[src/rtl/matrix3x3_inverse_defines.svh]
// assertion macros shared by the 3x3 matrix inverse rtl
`ifndef MATRIX3X3_INVERSE_DEFINES_SVH
`define MATRIX3X3_INVERSE_DEFINES_SVH

// same-cycle implication
`define M3INV_ASSERT_NOW(label, clk, rst, ante, cons) \
   label: assert property (@(posedge clk) disable iff (rst) (ante) |-> (cons)) \
      else $error("m3inv check failed");

// next-cycle implication
`define M3INV_ASSERT_NEXT(label, clk, rst, ante, cons) \
   label: assert property (@(posedge clk) disable iff (rst) (ante) |=> (cons)) \
      else $error("m3inv check failed");

`endif

[src/rtl/m3inv_pkg.sv]
// shared constants and types of the 3x3 matrix inverse
`default_nettype none
package m3inv_pkg;
   localparam int FRAC_BITS_DEF  = 16;
   localparam int ELEM_WIDTH_DEF = 32;
   localparam int IO_WIDTH       = 32;
   localparam int N_ELEM         = 9;

   typedef logic [N_ELEM-1:0] lane_mask_type;

   // sideband that travels with an item through the divider
   typedef struct packed {
      logic                 singular;
      lane_mask_type        neg;
      lane_mask_type        ovf;
      logic [IO_WIDTH-1:0]  det_out;
   } side_type;

   // one finished result item
   typedef struct packed {
      logic [N_ELEM-1:0][IO_WIDTH-1:0] inv;
      logic [IO_WIDTH-1:0]             det;
      logic                            singular;
   } res_type;
endpackage
`default_nettype wire

[src/rtl/m3inv_out_buf.sv]
// quotient saturation and two-entry output buffer
`default_nettype none
`include "matrix3x3_inverse_defines.svh"
module m3inv_out_buf #(
   parameter int ELEM_WIDTH = m3inv_pkg::ELEM_WIDTH_DEF
) (
   input  logic                  clock,
   input  logic                  reset,
   input  logic                  in_valid,
   input  logic [ELEM_WIDTH-1:0] quo_i [m3inv_pkg::N_ELEM],
   input  m3inv_pkg::side_type   side_i,
   output logic                  advance,
   output logic                  rsp_valid,
   input  logic                  rsp_ready,
   output m3inv_pkg::res_type    res_o
);
   import m3inv_pkg::*;

   localparam int W = ELEM_WIDTH;
   localparam logic [W-1:0] LIMQ = {1'b0, {(W-1){1'b1}}};
   localparam logic [W-1:0] MINQ = {1'b1, {(W-1){1'b0}}};

   logic [W-1:0] sat_val [N_ELEM];
   res_type      res_new;
   logic         push, pop;
   logic         main_valid_ff, main_valid_in;
   logic         skid_valid_ff, skid_valid_in;
   res_type      main_ff, main_in;
   res_type      skid_ff, skid_in;

   // saturate each quotient with its sign; all zero for a singular matrix
   always_comb begin
      for (int k = 0; k < N_ELEM; k++) begin
         priority if (side_i.singular) begin
            sat_val[k] = '0;
         end else if (!side_i.neg[k]) begin
            sat_val[k] = (side_i.ovf[k] || quo_i[k] > LIMQ) ? LIMQ : quo_i[k];
         end else begin
            sat_val[k] = (side_i.ovf[k] || quo_i[k] > MINQ) ? MINQ
                                                            : W'(~quo_i[k] + 1'b1);
         end
         res_new.inv[k] = IO_WIDTH'($signed(sat_val[k]));
      end
      res_new.det      = side_i.det_out;
      res_new.singular = side_i.singular;
   end

   // buffer control: the pipeline stalls only when the skid entry is taken
   assign advance = !skid_valid_ff;
   assign push    = in_valid && advance;
   assign pop     = main_valid_ff && rsp_ready;

   always_comb begin
      main_valid_in = main_valid_ff;
      skid_valid_in = skid_valid_ff;
      main_in       = main_ff;
      skid_in       = skid_ff;
      priority if (skid_valid_ff) begin
         if (pop) begin
            main_in       = skid_ff;
            skid_valid_in = 1'b0;
         end
      end else if (push && (pop || !main_valid_ff)) begin
         main_in       = res_new;
         main_valid_in = 1'b1;
      end else if (push) begin
         skid_in       = res_new;
         skid_valid_in = 1'b1;
      end else if (pop) begin
         main_valid_in = 1'b0;
      end
   end

   always_ff @(posedge clock) begin
      if (reset) begin
         main_valid_ff <= 1'b0;
         skid_valid_ff <= 1'b0;
      end else begin
         main_valid_ff <= main_valid_in;
         skid_valid_ff <= skid_valid_in;
      end
   end

   always_ff @(posedge clock) begin
      main_ff <= main_in;
      skid_ff <= skid_in;
   end

   assign rsp_valid = main_valid_ff;
   assign res_o     = main_ff;

   // buffer checks
   `M3INV_ASSERT_NOW(a_skid_needs_main, clock, reset, skid_valid_ff, main_valid_ff)
   `M3INV_ASSERT_NEXT(a_blocked_push_skids, clock, reset,
      push && main_valid_ff && !rsp_ready, skid_valid_ff)
   `M3INV_ASSERT_NEXT(a_skid_drains, clock, reset, skid_valid_ff && rsp_ready,
      main_valid_ff && !skid_valid_ff)
endmodule
`default_nettype wire
[config.mk]
export PLATFORM = sky130hd
export DESIGN_NAME = m3inv_out_buf
export DESIGN_NICKNAME = d
export VERILOG_FILES = /design/src/rtl/m3inv_pkg.sv /design/src/rtl/m3inv_out_buf.sv
export VERILOG_INCLUDE_DIRS = /design/src /design/src/rtl
export SDC_FILE = /design/constraint.sdc
export NUM_CORES = 1
export LEC_CHECK = 0
export ABC_AREA = 0
export BUFFER_PORTS_ARGS = -buffer_cell sky130_fd_sc_hd__buf_2
export CAP_MARGIN = 20
export CORE_AREA = 8 8 254 256
export CTS_CLUSTER_DIAMETER = 200
export DETAILED_ROUTE_END_ITERATION = 7
export DIE_AREA = 0 0 262 264
export PLACE_DENSITY = 0.8
export SLEW_MARGIN = 20
export SYNTH_ARGS = -nofsm -noshare
export SYNTH_HDL_FRONTEND = slang
export SYNTH_SLANG_ARGS = --single-unit
[constraint.sdc]
create_clock -name clock -period 21.2 [get_ports clock]
set_input_delay 1.06 -clock clock [delete_from_list [all_inputs] [get_ports clock]]
set_output_delay 1.06 -clock clock [all_outputs]
set_load 0.02 [all_outputs]
* After elaboration in Yosys (flattened, before gate mapping) *
Index checks and enable logic that the tools add are counted.

cells by class
  $add $sub $neg = 9
  magnitude comparators = 18
  equality and inequality tests = 2
  multiplexer cells = 46
  bitwise gates (word level) = 11
  reduce and logical (&&, ||, !) cells = 29

operator list
  cell                                                                     count
  32-bit 2-to-1 mux                                                        36
  321-bit 2-to-1 mux                                                       3
  32-bit by 1-bit adder with 32-bit output, second input constant          9
  32-bit by 31-bit > comparator with 1-bit output, second input constant   9
  32-bit > comparator, second input constant                               9
  32-bit NOT                                                               9
  1-bit logical OR                                                         19
  1-bit 2-to-1 mux                                                         7
  3-bit AND reduction                                                      2
  2-bit nonzero test                                                       2
  1-bit logical AND                                                        3
  1-bit zero test                                                          2
  2-bit by 1-bit inequality test with 1-bit output, second input constant  1
  2-bit inequality test, second input constant                             1
  1-bit NOT                                                                2
  2-bit AND reduction                                                      1

storage, ports and cells
  flip-flop bits (word level) = 644
  input port bits = 343
  logic and storage cells = 139

* Logic depth before layout (Yosys ltp) *
  word-level depth = 7
  depth in mapped cells = 11
  gate-level depth less buffers = 8

* Worst setup path before layout *
Ideal clock, no wire load.

  path type = input -> register
  start point = input rsp_ready
  end point = register main_ff (netlist bit res_o[0]), enable pin
  data arrival time = 16.508 ns
  required time = 20.090 ns
  slack = 3.582 ns
  cell stages on the path = 2
  path buffers = 0
  cells stage by stage = nor2b_1 > a21oi_1

between the ends
  longest elaborated chain between the ends = 5
  elaborated cells between the ends (all ways) = 6
  those cells by class = eq/ne (1); reduce/logical (5)

ends and longest elaborated chain
  item                                    line                 RTL
  start, declared                         m3inv_out_buf.sv:14  input logic rsp_ready,
  1-bit logical AND *                     m3inv_out_buf.sv:51  assign pop = main_valid_ff && rsp_ready;
  1-bit logical OR                        m3inv_out_buf.sv:63  end else if (push && (pop || !main_valid_ff)) begin
  1-bit logical AND                       m3inv_out_buf.sv:63
  2-bit nonzero test (no source line)     --
  2-bit AND reduction (no source line) *  --
  end signal, assigned                    m3inv_out_buf.sv:85  main_ff <= main_in;
  end, declared                           m3inv_out_buf.sv:28  res_type main_ff, main_in;

Mark *: on every way between the ends. The rest lies on a longest branch, timed or not.
A chain may end at the register's enable or synchronous reset.

* Worst setup path in the final report *
  start point = register skid_valid_ff
  end point = register skid_ff[7] in the netlist's numbering, enable pin

between the ends
  longest elaborated chain between the ends = 5
  elaborated cells between the ends (all ways) = 6
  those cells by class = bitwise (2); reduce/logical (4)

ends and longest elaborated chain
  item                                    line                 RTL
  start, declared                         m3inv_out_buf.sv:27  logic skid_valid_ff, skid_valid_in;
  start signal, assigned                  m3inv_out_buf.sv:80  skid_valid_ff <= skid_valid_in;
  1-bit zero test                         m3inv_out_buf.sv:49  assign advance = !skid_valid_ff;
  1-bit logical AND                       m3inv_out_buf.sv:50  assign push = in_valid && advance;
  1-bit logical AND                       m3inv_out_buf.sv:63
  1-bit NOT (no source line)              --
  3-bit AND reduction (no source line) *  --
  end signal, assigned                    m3inv_out_buf.sv:86  skid_ff <= skid_in;
  end, declared                           m3inv_out_buf.sv:29  res_type skid_ff, skid_in;

Marked as above.

==> results.toml <==
[timing]
rsz0062_at_grt = "no"
fmax_ghz = 0.2319
fin_crit_ns = 4.312
worst_clock_skew_ns = 0.02100
period_share = 0.2034
final-setup-viol-count = 0
tightest_slew_ns = 1.135
slew_headroom = 0.2377
drv_slew = 0
tns_ns = 0
fin_ws_ns = 16.89
hold_viol = 0
hold_ws_ns = 0.5170

[die]
die_area_mm2 = 0.06917
die_x_um = 262
chipHeight_um = 264
initial_core_util = 0.5429
core_mm2 = 0.06080
io_pins = 666
core.rowCount = 91

[yosys]
syn_area_mm2 = 0.03301
syn_avg_cell_area_um2 = 10.56
yosysWarningCount = 0
synthCells = 3125
ys_seq_area_frac = 0.5852
async_flop_share = 0
synth.net_count = 3477
ys_types = 79
ys_ff_latch = 644
ys.flop_type = "edfxtp_1"
synth_edf_count = 642

[worst_setup_path]
rr_worst_depth = 4
cp.required_ns = 21.41
critPathLaunch = "skid_valid_ff"
crit_type = "reg -> reg"
worstPathArrival_ns = 4.52
path_max_fanout = 74
reg2reg_setup_slack_ns = 16.89
r2r-end = "skid_ff[7]"
cp-start-kind = "flop"
r2r-start = "skid_valid_ff"
worstSetupEndpointType = "flop"

[layout]
ff_latch_area_mm2 = 0.01932
layout_commonest_cell = "buf_2"
multi_input_area_mm2 = 0.01280
drive_gt1_frac = 0.2510
layout.nets = 4042
most-common-layout-cells = "buf_2, edfxtp_1, nand2_1"
final_cell_area_mm2 = 0.03914
final.fill_count = 4842
area_growth_pct = 18.58
fin_cells = 4576
final_util = 0.6438

[clocking]
postCtsSetupRepairBufs = 0
ctsResizeCount = 0
clockRootBuffer = "clkbuf_16"
clock_sinks = 644
clock_latency_ns = 0.60
h-tree-depth = 3
clk_path_buf_depth = 3
cts_buffers = 70
clk_pin_slew_ns = 0.06
holdBufCountCts = 0
cts_tree = "built"

[hold_path]
min_from = "skid_ff[92]"
worstHoldPathCells = 2
min_path_type = "reg -> reg"
min_to = "res_o[92]"

[detailed_routing]
num_vias = 29040
antenna_left = 0
drt_iter0_markers = 3724
drc = 0
wl_um = 108700
wl_per_cell_um = 23.76
vias_per_cell = 6.347
first_pass_iters = 5

[job]
maxCapViolCount = 0

[placement]
io_buffer_count = 665
gp_congestion = 0.9449
place_worst_setup_slack_ns = 16.68
placed_area_mm2 = 0.03682
hpwl_um = 76570
placedCellCount = 4407

[run_status]
status = "completed"

[global_routing]
grt_max_degree = 88
antenna_found_initial = 45
grt_pass1_wl_um = 161200
grt_overflow = 0
grt_pass1_vias = 27060
grt_use_total = 0.2975

[pwr]
ir_worst_vdd_v = 0.00007167
p_leak_nw = 13.85
total_power_mw = 3.193
power.density_mw_per_mm2 = 81.56
## flip-flops by register name (all words and copies together) (netlist names)
register	count
skid_valid_ff	1
res_o	321
skid_ff	321
rsp_valid	1
## how the worst max path moves through the flow
stage	to	slack, ns	depth (start not counted)
final	skid_ff[7]	16.89	4
after CTS	skid_ff[15]	16.85	4
after global placement	skid_ff[21]	16.76	5
after global routing	skid_ff[262]	16.69	4
after detailed placement	skid_ff[29]	16.68	5
after floorplan	res_o[0]	3.58	2
## cells by family after synthesis
group	count (synthesis)	share of synthesized area
compound gates	879	0.1736
xor+xnor	8	0.002123
fa+ha+maj	9	0.003411
buf+inv	245	0.02915
flops	644	0.5852
mux	84	0.02854
simple gates	1256	0.1779
## routing by layer
metal,routed length (µm),global-route usage,vias to the layer above
met5,70,0,-
met4,5057,0.1347,10
met3,12130,0.07480,301
met2,51420,0.4855,1709
met1,40060,0.3709,13750
li1,-,-,13270
## power by group
part	internal, mW	switching, mW	leakage (nW)
registers	1.50	0.0322	6.16
logic	0.141	0.327	6.62
clock network	0.684	0.504	1.06
total	2.33	0.863	13.8
## Yosys cell counts (11+ instances only)
library cell / count / area share
inv_1: 40 / 0.0045
o21a_1: 11 / 0.0025
or3_1: 46 / 0.0087
nor2_1: 373 / 0.042
and3_1: 11 / 0.0021
buf_1: 16 / 0.0018
a31oi_1: 60 / 0.011
a21oi_1: 180 / 0.027
o31a_1: 17 / 0.0045
nor3_1: 111 / 0.017
and2_1: 18 / 0.0034
o311a_1: 12 / 0.0036
nand3_1: 78 / 0.012
nand4_1: 25 / 0.0047
clkbuf_1: 172 / 0.020
a311oi_1: 33 / 0.0088
or4_1: 35 / 0.0080
edfxtp_1: 642 / 0.58
nand2b_1: 17 / 0.0032
o211ai_1: 30 / 0.0068
mux2_2: 81 / 0.028
nor4_1: 72 / 0.014
or2_2: 19 / 0.0036
o21ai_0: 208 / 0.032
a211oi_1: 19 / 0.0043
o22ai_1: 62 / 0.012
nor2b_1: 13 / 0.0025
o31ai_1: 78 / 0.018
o21ai_1: 31 / 0.0047
nand2_1: 393 / 0.045
o41ai_1: 20 / 0.0053
o311ai_0: 28 / 0.0074
## worst max-delay path: stages (launching register included)
cell and delay (ns):
dfxtp_4 0.53, inv_4 0.60, and3_4 0.88, buf_4 0.83
buf_4 0.89
## layout make-up
class / instances / share of cell area
multi-input combinational: 2236 / 0.3271
inverter: 43 / 0.004187
timing repair buffer: 695 / 0.09078
sequential: 644 / 0.4936
antenna: 49 / 0.003133
tap: 790 / 0.02525
clock buffer: 84 / 0.04827
clock inverter: 35 / 0.007703
(Power assumes the default switching activity.)
