File: config.mk
export PLATFORM = sky130hd
export DESIGN_NAME = m3inv_prep
export DESIGN_NICKNAME = d
export VERILOG_FILES = /design/src/rtl/matrix3x3_inverse_defines.svh /design/src/rtl/m3inv_pkg.sv /design/src/rtl/m3inv_prep.sv
export SDC_FILE = /design/constraint.sdc
export NUM_CORES = 2
export LEC_CHECK = 0
export BUFFER_PORTS_ARGS = -buffer_cell sky130_fd_sc_hd__buf_2
export CAP_MARGIN = 10
export CORE_AREA = 4 4 759 761
export DETAILED_ROUTE_END_ITERATION = 10
export DIE_AREA = 0 0 763 765
export PLACE_DENSITY_LB_ADDON = 0.05
export RECOVER_POWER = 25
export SLEW_MARGIN = 20
export SYNTH_ARGS = -nofsm -noshare
export SYNTH_HDL_FRONTEND = slang
export SYNTH_SLANG_ARGS = --single-unit
File: constraint.sdc
create_clock -name clock -period 4.7 [get_ports clock]
set_input_delay 0.235 -clock clock [delete_from_list [all_inputs] [get_ports clock]]
set_output_delay 0.235 -clock clock [all_outputs]
set_load 0.02 [all_outputs]
File: src/rtl/matrix3x3_inverse_defines.svh
// assertion macros shared by the 3x3 matrix inverse rtl
`ifndef MATRIX3X3_INVERSE_DEFINES_SVH
`define MATRIX3X3_INVERSE_DEFINES_SVH

// same-cycle implication
`define M3INV_ASSERT_NOW(label, clk, rst, ante, cons) \
   label: assert property (@(posedge clk) disable iff (rst) (ante) |-> (cons)) \
      else $error("m3inv check failed");

// next-cycle implication
`define M3INV_ASSERT_NEXT(label, clk, rst, ante, cons) \
   label: assert property (@(posedge clk) disable iff (rst) (ante) |=> (cons)) \
      else $error("m3inv check failed");

`endif

File: src/rtl/m3inv_pkg.sv
// shared constants and types of the 3x3 matrix inverse
`default_nettype none
package m3inv_pkg;
   localparam int FRAC_BITS_DEF  = 16;
   localparam int ELEM_WIDTH_DEF = 32;
   localparam int IO_WIDTH       = 32;
   localparam int N_ELEM         = 9;

   typedef logic [N_ELEM-1:0] lane_mask_type;

   // sideband that travels with an item through the divider
   typedef struct packed {
      logic                 singular;
      lane_mask_type        neg;
      lane_mask_type        ovf;
      logic [IO_WIDTH-1:0]  det_out;
   } side_type;

   // one finished result item
   typedef struct packed {
      logic [N_ELEM-1:0][IO_WIDTH-1:0] inv;
      logic [IO_WIDTH-1:0]             det;
      logic                            singular;
   } res_type;
endpackage
`default_nettype wire

File: src/rtl/m3inv_prep.sv
// magnitude, overflow test and determinant output stages
`default_nettype none
module m3inv_prep #(
   parameter int ELEM_WIDTH = m3inv_pkg::ELEM_WIDTH_DEF,
   parameter int FRAC_BITS  = m3inv_pkg::FRAC_BITS_DEF,
   parameter int REM_WIDTH  = 4 * m3inv_pkg::ELEM_WIDTH_DEF
) (
   input  logic                           clock,
   input  logic                           reset,
   input  logic                           advance,
   input  logic                           in_valid,
   input  logic signed [2*ELEM_WIDTH-1:0] adj_i [m3inv_pkg::N_ELEM],
   input  logic signed [3*ELEM_WIDTH:0]   det_i,
   output logic                           out_valid,
   output logic [REM_WIDTH-1:0]           rem_o [m3inv_pkg::N_ELEM],
   output logic [3*ELEM_WIDTH-1:0]        dmag_o,
   output m3inv_pkg::side_type            side_o
);
   import m3inv_pkg::*;

   localparam int W  = ELEM_WIDTH;
   localparam int PW = 2 * W;
   localparam int MW = 3 * W;
   localparam int DW = 3 * W + 1;
   localparam logic [REM_WIDTH-1:0] LIM     = REM_WIDTH'({1'b0, {(W-1){1'b1}}});
   localparam logic [REM_WIDTH-1:0] MAG_MIN = REM_WIDTH'({1'b1, {(W-1){1'b0}}});

   logic                 dneg;
   logic [MW-1:0]        dmag5_in;
   logic [PW-1:0]        amag5_in [N_ELEM];
   lane_mask_type        neg5_in;
   logic                 v5_ff, v6_ff;
   logic                 zero5_ff, dneg5_ff;
   logic [MW-1:0]        dmag5_ff, dmag6_ff;
   logic [PW-1:0]        amag5_ff [N_ELEM];
   lane_mask_type        neg5_ff;
   logic [REM_WIDTH-1:0] num6_in [N_ELEM];
   logic [REM_WIDTH-1:0] rem6_ff [N_ELEM];
   logic [REM_WIDTH-1:0] dsh;
   logic [REM_WIDTH-1:0] dq;
   logic [W-1:0]         dsat;
   lane_mask_type        ovf6_in;
   side_type             side6_in, side6_ff;

   // stage 5: signs and magnitudes
   always_comb begin
      dneg     = det_i[DW-1];
      dmag5_in = dneg ? MW'(-det_i) : MW'(det_i);
      for (int k = 0; k < N_ELEM; k++) begin
         amag5_in[k] = adj_i[k][PW-1] ? PW'(-adj_i[k]) : PW'(adj_i[k]);
         neg5_in[k]  = adj_i[k][PW-1] ^ dneg;
      end
   end

   // stage 6: scaled numerators and quotient overflow test
   always_comb begin
      dsh = REM_WIDTH'(dmag5_ff) << W;
      for (int k = 0; k < N_ELEM; k++) begin
         num6_in[k] = REM_WIDTH'(amag5_ff[k]) << (2 * FRAC_BITS);
         ovf6_in[k] = num6_in[k] >= dsh;
      end
   end

   // stage 6: determinant truncated toward zero and saturated
   always_comb begin
      dq = REM_WIDTH'(dmag5_ff) >> (2 * FRAC_BITS);
      priority if (!dneg5_ff) begin
         dsat = (dq > LIM) ? W'(LIM) : dq[W-1:0];
      end else begin
         dsat = (dq > MAG_MIN) ? W'(MAG_MIN) : W'(~dq[W-1:0] + 1'b1);
      end
      side6_in.singular = zero5_ff;
      side6_in.neg      = neg5_ff;
      side6_in.ovf      = ovf6_in;
      side6_in.det_out  = zero5_ff ? '0 : IO_WIDTH'($signed(dsat));
   end

   // valid bits
   always_ff @(posedge clock) begin
      if (reset) begin
         v5_ff <= 1'b0;
         v6_ff <= 1'b0;
      end else if (advance) begin
         v5_ff <= in_valid;
         v6_ff <= v5_ff;
      end
   end

   // stage data
   always_ff @(posedge clock) begin
      if (advance) begin
         zero5_ff <= (det_i == '0);
         dneg5_ff <= dneg;
         dmag5_ff <= dmag5_in;
         amag5_ff <= amag5_in;
         neg5_ff  <= neg5_in;
         rem6_ff  <= num6_in;
         dmag6_ff <= dmag5_ff;
         side6_ff <= side6_in;
      end
   end

   assign out_valid = v6_ff;
   assign rem_o     = rem6_ff;
   assign dmag_o    = dmag6_ff;
   assign side_o    = side6_ff;
endmodule
`default_nettype wire

# --- Word-level counts from Yosys, hierarchy flattened ---
# Cells that the tools add are included.
word_totals:
  wordCells: 84
  register_bits: 1408
classes:
  muxes: 13
  bitwise: 10
  n_addsub: 11
  order_cmp: 11
  n_reduce_logical: 1
ops:
  columns: ["operator", "count"]
  rows:
  - ["96-bit by 128-bit >= comparator with 1-bit output", 9]
  - ["64-bit negation", 9]
  - ["63-bit 2-to-1 mux", 9]
  - ["97-bit logical NOT", 1]
  - ["32-bit 2-to-1 mux", 3]
  - ["96-bit 2-to-1 mux", 1]
  - ["96-bit negation", 1]
  - ["64-bit by 31-bit greater-than comparator with 1-bit output (second input constant)", 1]
  - ["64-bit by 32-bit greater-than comparator with 1-bit output (second input constant)", 1]
  - ["32-bit by 1-bit adder with 32-bit output (second input constant)", 1]
  - ["32-bit NOT", 1]
  - ["1-bit bitwise XOR", 9]

# --- Logic depth before layout (Yosys ltp) ---
logic_depth:
  depth_word: 4
  depth_mapped: 10
  mapped_depth_nobuf: 9

# --- Worst setup path before layout ---
# No wires, ideal clock.
synth_path:
  kind: "input port to flip-flop"
  start: "in adj_i[541] (netlist name)"
  end: "reg amag5_ff[569] (netlist name), data pin"
  cell_stages: 8
  t_arrival_ps: 3156
  setup_slack_ps: 1283
  path_cell_list: "or4_4 > or4_4 > or4b_4 > or3_4 > or4_4 > buf_6 > o41ai_4 > xnor2_1"
synth_rtl:
  columns: ["element", "line", "text"]
  rows:
  - ["start, declared", "m3inv_prep.sv:12", "input logic signed [2*ELEM_WIDTH-1:0] adj_i [m3inv_pkg::N_ELEM],"]
  - ["end signal, assigned", "m3inv_prep.sv:95", "amag5_ff <= amag5_in;"]
  - ["end, declared", "m3inv_prep.sv:35", "logic [PW-1:0] amag5_ff [N_ELEM];"]

==> results.cfg <==
[clocking]
tritoncts = done
clk_transition_reported_paths_ps = 60
cts_root_buffer = sky130_fd_sc_hd__clkbuf_16
postCtsSetupBuffers = 0
hold_buffers = 1156
cts.path.max_buffers = 4
cts_made_buffers = 209
clkLatencyLatePin_ps = 900
cts_resized = 0
cts.sink_count = 1408
cts-htree-levels = 4

[critical_path]
crit_cells = 10
crit_fanout = 6
cp-startpoint = adj_i[275]
r2r_slack_ps = 640
cp_slowest_cell = sky130_fd_sc_hd__or3_1
cp.required_ps = 5350
worst_path_largest_cell_delay_ps = 760
critPathCapture = amag5_ff[313]
crit_family = simple AND/OR/NAND/NOR gates
timing.reg2reg.worst_path_depth = 10
r2r-start = dmag5_ff[26]
path_buf_inv = 3
critical_path.endpoint_type = flip-flop
worst-endpoint-arrival_ps = 4850
crit_chain = dlygate4sd3_1, buf_2, or4_1, nor4_1, nand3_1, or3_1, or4_1, o31ai_1, xnor2_1, dlygate4sd3_1
timing.rr.end = side_o[33]
setup.worst_path.class = input port to flip-flop
start_kind = input port

[power]
switching_part_of_the_total_pct = 32.0
combinationalPowerShare_pct = 19.6
internal_power_consumption_mw = 27.9
power.sequential.fraction_pct = 40.3
leakagePower_nw = 40.8
clock_power_share_pct = 40.1
power.net_switching_mw = 13.1
vdd.ir_drop.worst_mv = 0.302
power.density_cell_area_mw_per_mm2 = 380

[layout]
post_layout_nonfiller_instances = 16300
final_layout_size_suffix_gt1_share_pct = 22.5
design.final.nets = 9818
area_growth_syn_to_layout_pct = 45.3

[placement]
hpwlAfterDp_mm = 388
placed_cells_incl_taps = 14700
buffer_ports.inserted = 1400
dp_slack_ps = 344
place.gp.congestion = 0.804

[sta]
fin_hold_ws_ps = 125
setup_total_negative_slack_ps = 0
report.final.slew_viol_count = 169
finalHoldViolations = 0
fin_worst_skew_ps = 61.3
fmax_ghz = 0.238
tightest_slew_ps = 3960
final_min_period_over_clock_period_pct = 89.4
maxSlewHeadroom_pct = -164
timing.final.crit_period_ps = 4200
post-route-worst-setup-slack_ps = 497
timing.final.setup_violations = 0
rsz_0062_raised_after_global_routing = no

[route]
antenna_violating_nets_post_route = 0
wl_per_cell_um = 29.2
detailedRoute.firstIterationViolations = 3797
drt_pass1_iterations = 6
drc_errors = 0
via_count = 58400
routed_via_density = 3.58
wl_mm = 477

[yosys]
synth.top_cell.area_share_pct = 56.8
async_flop_share_pct = 0
post-synth-top-area-cell = sky130_fd_sc_hd__edfxtp_1
post_synth_num_cell_types = 68
synthesis.yosys.warnings = 0
seq_area_frac_synth_pct = 56.9
post_synth_main_area_contributors = sky130_fd_sc_hd__edfxtp_1 (57%), sky130_fd_sc_hd__ha_1 (9.9%), sky130_fd_sc_hd__xnor2_1 (7.5%)
synth-edff-count = 1406
postSynthCellCount = 5751
post_synth.cell_area_avg_um2 = 12.9
postSynth.topFlopCell = sky130_fd_sc_hd__edfxtp_1
netlist_area_mm2 = 0.0743
ys_seq_elements = 1408

[global_route]
gr-usage-all-layers_pct = 15.6
remaining_global_route_overflow = 0
grt_pass1_vias = 59100
grt_start_max_net_pins = 142
wire_length_of_the_first_global_routing_pass_mm = 604
grt_antenna_before_repair = 186

[flow_run]
cap_violations = 4

[floorplanning]
fp.dieW_um = 763
design.die.area_mm2 = 0.584
die_h_um = 765
fp-row-count = 277
core_mm2 = 0.569
io_pins = 1977
floorplan.initialDensity_pct = 13.1

[hold_path]
hold_class = input port to flip-flop
min_delay_path_depth = 3

[status]
outcome = complete, but fails checks
violated_checks = max-capacitance violations, max-slew violations
-- synth_stat cells, types with 4 or more instances --
master / n
sky130_fd_sc_hd__inv_1: 110
sky130_fd_sc_hd__nand4b_1: 5
sky130_fd_sc_hd__a311oi_1: 10
sky130_fd_sc_hd__and3_1: 16
sky130_fd_sc_hd__o41ai_1: 96
sky130_fd_sc_hd__nor3_1: 68
sky130_fd_sc_hd__xor2_1: 16
sky130_fd_sc_hd__nand3_1: 76
sky130_fd_sc_hd__or3_1: 106
sky130_fd_sc_hd__o22ai_1: 9
sky130_fd_sc_hd__edfxtp_1: 1406
sky130_fd_sc_hd__a211oi_1: 27
sky130_fd_sc_hd__nor2_1: 138
sky130_fd_sc_hd__a21oi_1: 207
sky130_fd_sc_hd__o21a_1: 10
sky130_fd_sc_hd__buf_4: 578
sky130_fd_sc_hd__nor3b_1: 6
sky130_fd_sc_hd__a211o_1: 16
sky130_fd_sc_hd__nor2b_1: 12
sky130_fd_sc_hd__a2111oi_0: 9
sky130_fd_sc_hd__and4_1: 28
sky130_fd_sc_hd__o31ai_1: 210
sky130_fd_sc_hd__nor4b_1: 6
sky130_fd_sc_hd__buf_1: 4
sky130_fd_sc_hd__o31ai_2: 6
sky130_fd_sc_hd__nand4_1: 126
sky130_fd_sc_hd__xnor2_1: 636
sky130_fd_sc_hd__or2_2: 53
sky130_fd_sc_hd__a21o_1: 167
sky130_fd_sc_hd__nand2_1: 299
sky130_fd_sc_hd__a221oi_1: 5
sky130_fd_sc_hd__o21ai_0: 326
sky130_fd_sc_hd__nand2b_1: 42
sky130_fd_sc_hd__ha_1: 587
sky130_fd_sc_hd__nor4bb_1: 5
sky130_fd_sc_hd__or4_1: 88
sky130_fd_sc_hd__and2_1: 12
sky130_fd_sc_hd__clkbuf_1: 95
sky130_fd_sc_hd__o31a_1: 9
sky130_fd_sc_hd__o211ai_1: 10
sky130_fd_sc_hd__nor4_1: 73
-- per-stage QoR --
stage	utilization (%)	power, mW	cell area [µm²]
floorplan	-	19.8	76500
global placement	15.7	24.1	89500
CTS	19.0	42.3	108000
global route	19.0	43.2	108000
finish	19.0	41.1	108000
detailed placement	15.7	24.1	89500
-- worst register-to-register path, cell delays in order (launching register included) --
cell	delay, ps
sky130_fd_sc_hd__edfxtp_1	390
sky130_fd_sc_hd__inv_2	600
sky130_fd_sc_hd__ha_1	300
sky130_fd_sc_hd__nand4_1	160
sky130_fd_sc_hd__nor4_1	680
sky130_fd_sc_hd__buf_4	230
sky130_fd_sc_hd__nand3_1	100
sky130_fd_sc_hd__a211oi_1	550
sky130_fd_sc_hd__nor3b_1	290
sky130_fd_sc_hd__o31a_1	440
sky130_fd_sc_hd__o21ai_0	190
-- flip-flops by register name, indices dropped and copies added, names as in the netlist --
signal,count
out_valid,1
amag5_ff,576
zero5_ff,1
neg5_ff,9
rem_o,576
dmag5_ff,96
side_o,51
dmag_o,96
dneg5_ff,1
v5_ff,1
-- worst min-delay path by stage --
stage	from	endpoint	slack (ps)
global route	adj_i[319]	amag5_ff[271]	40
floorplan	reset	out_valid	310
detailed placement	neg5_ff[0]	side_o[41]	410
CTS	det_i[96]	neg5_ff[5]	0.1
finish	adj_i[575]	amag5_ff[541]	120
global placement	neg5_ff[7]	side_o[48]	410
-- cell type report --
| type | instances | area [µm²] |
|---|---|---|
| multi-input cells | 4127 | 29100 |
| flip-flops and latches | 1408 | 42300 |
| repair buffers | 2696 | 19700 |
| well taps | 7533 | 9430 |
| clock buffers | 244 | 5430 |
| diodes | 56 | 140 |
| clock inverters | 136 | 1420 |
| fillers | 62400 | 461000 |
| inverters | 112 | 420 |
-- power by group through the flow --
stage	sequential (mW)	clock, mW	combinational, mW
final	16.5	16.5	8.06
after global routing	16.7	17.7	8.81
after CTS	16.7	17.3	8.31
after detailed placement	16.9	0	7.17
after global placement	16.9	0	7.12
after floorplan	16.6	0	3.22
-- cell families (layout without fill, tap and decap cells) --
group,count (synthesis),in the layout,share of synthesized area [%]
other cells,1,632,0.00505
compound gates,1131,1131,9.96
simple gates,1178,1178,8.61
buf+inv,791,3188,6.93
xor+xnor,652,652,7.69
fa+ha+maj,587,587,9.89
flops,1408,1408,56.9
mux,3,3,0.0404
-- layer usage --
| layer | share of wire [%] | vias to the layer above | global-route usage [%] |
|---|---|---|---|
| li1 | - | 26600 | - |
| met2 | 50 | 2102 | 27.9 |
| met3 | 5.0 | 582 | 2.17 |
| met1 | 41 | 29000 | 19.2 |
| met5 | 0.035 | - | 0 |
| met4 | 3.9 | 24 | 5.35 |
-- cell usage in the layout, fill, tap and decap left out, types with 26 or more instances in the layout --
cell type and count:
sky130_fd_sc_hd__or3_1 106, sky130_fd_sc_hd__a21o_1 167, sky130_fd_sc_hd__nand2b_1 42, sky130_fd_sc_hd__o41ai_1 96, sky130_fd_sc_hd__inv_2 63, sky130_fd_sc_hd__nor3_1 68, sky130_fd_sc_hd__nor2_1 137, sky130_fd_sc_hd__ha_1 587
sky130_fd_sc_hd__nand4_1 126, sky130_fd_sc_hd__nand3_1 76, sky130_fd_sc_hd__nor4_1 67, sky130_fd_sc_hd__nand2_1 299, sky130_fd_sc_hd__conb_1 576, sky130_fd_sc_hd__clkinv_2 31, sky130_fd_sc_hd__or2_2 53, sky130_fd_sc_hd__bufinv_16 26
sky130_fd_sc_hd__edfxtp_1 1406, sky130_fd_sc_hd__xnor2_1 636, sky130_fd_sc_hd__diode_2 56, sky130_fd_sc_hd__buf_2 1385, sky130_fd_sc_hd__buf_4 120, sky130_fd_sc_hd__and4_1 28, sky130_fd_sc_hd__dlygate4sd3_1 1156, sky130_fd_sc_hd__clkinv_1 58
sky130_fd_sc_hd__or4_1 88, sky130_fd_sc_hd__a211oi_1 27, sky130_fd_sc_hd__clkbuf_1 53, sky130_fd_sc_hd__o31ai_1 210, sky130_fd_sc_hd__o21ai_0 326, sky130_fd_sc_hd__a21oi_1 207, sky130_fd_sc_hd__clkbuf_16 212, sky130_fd_sc_hd__inv_1 47
Power figures use the tool's default switching activity.
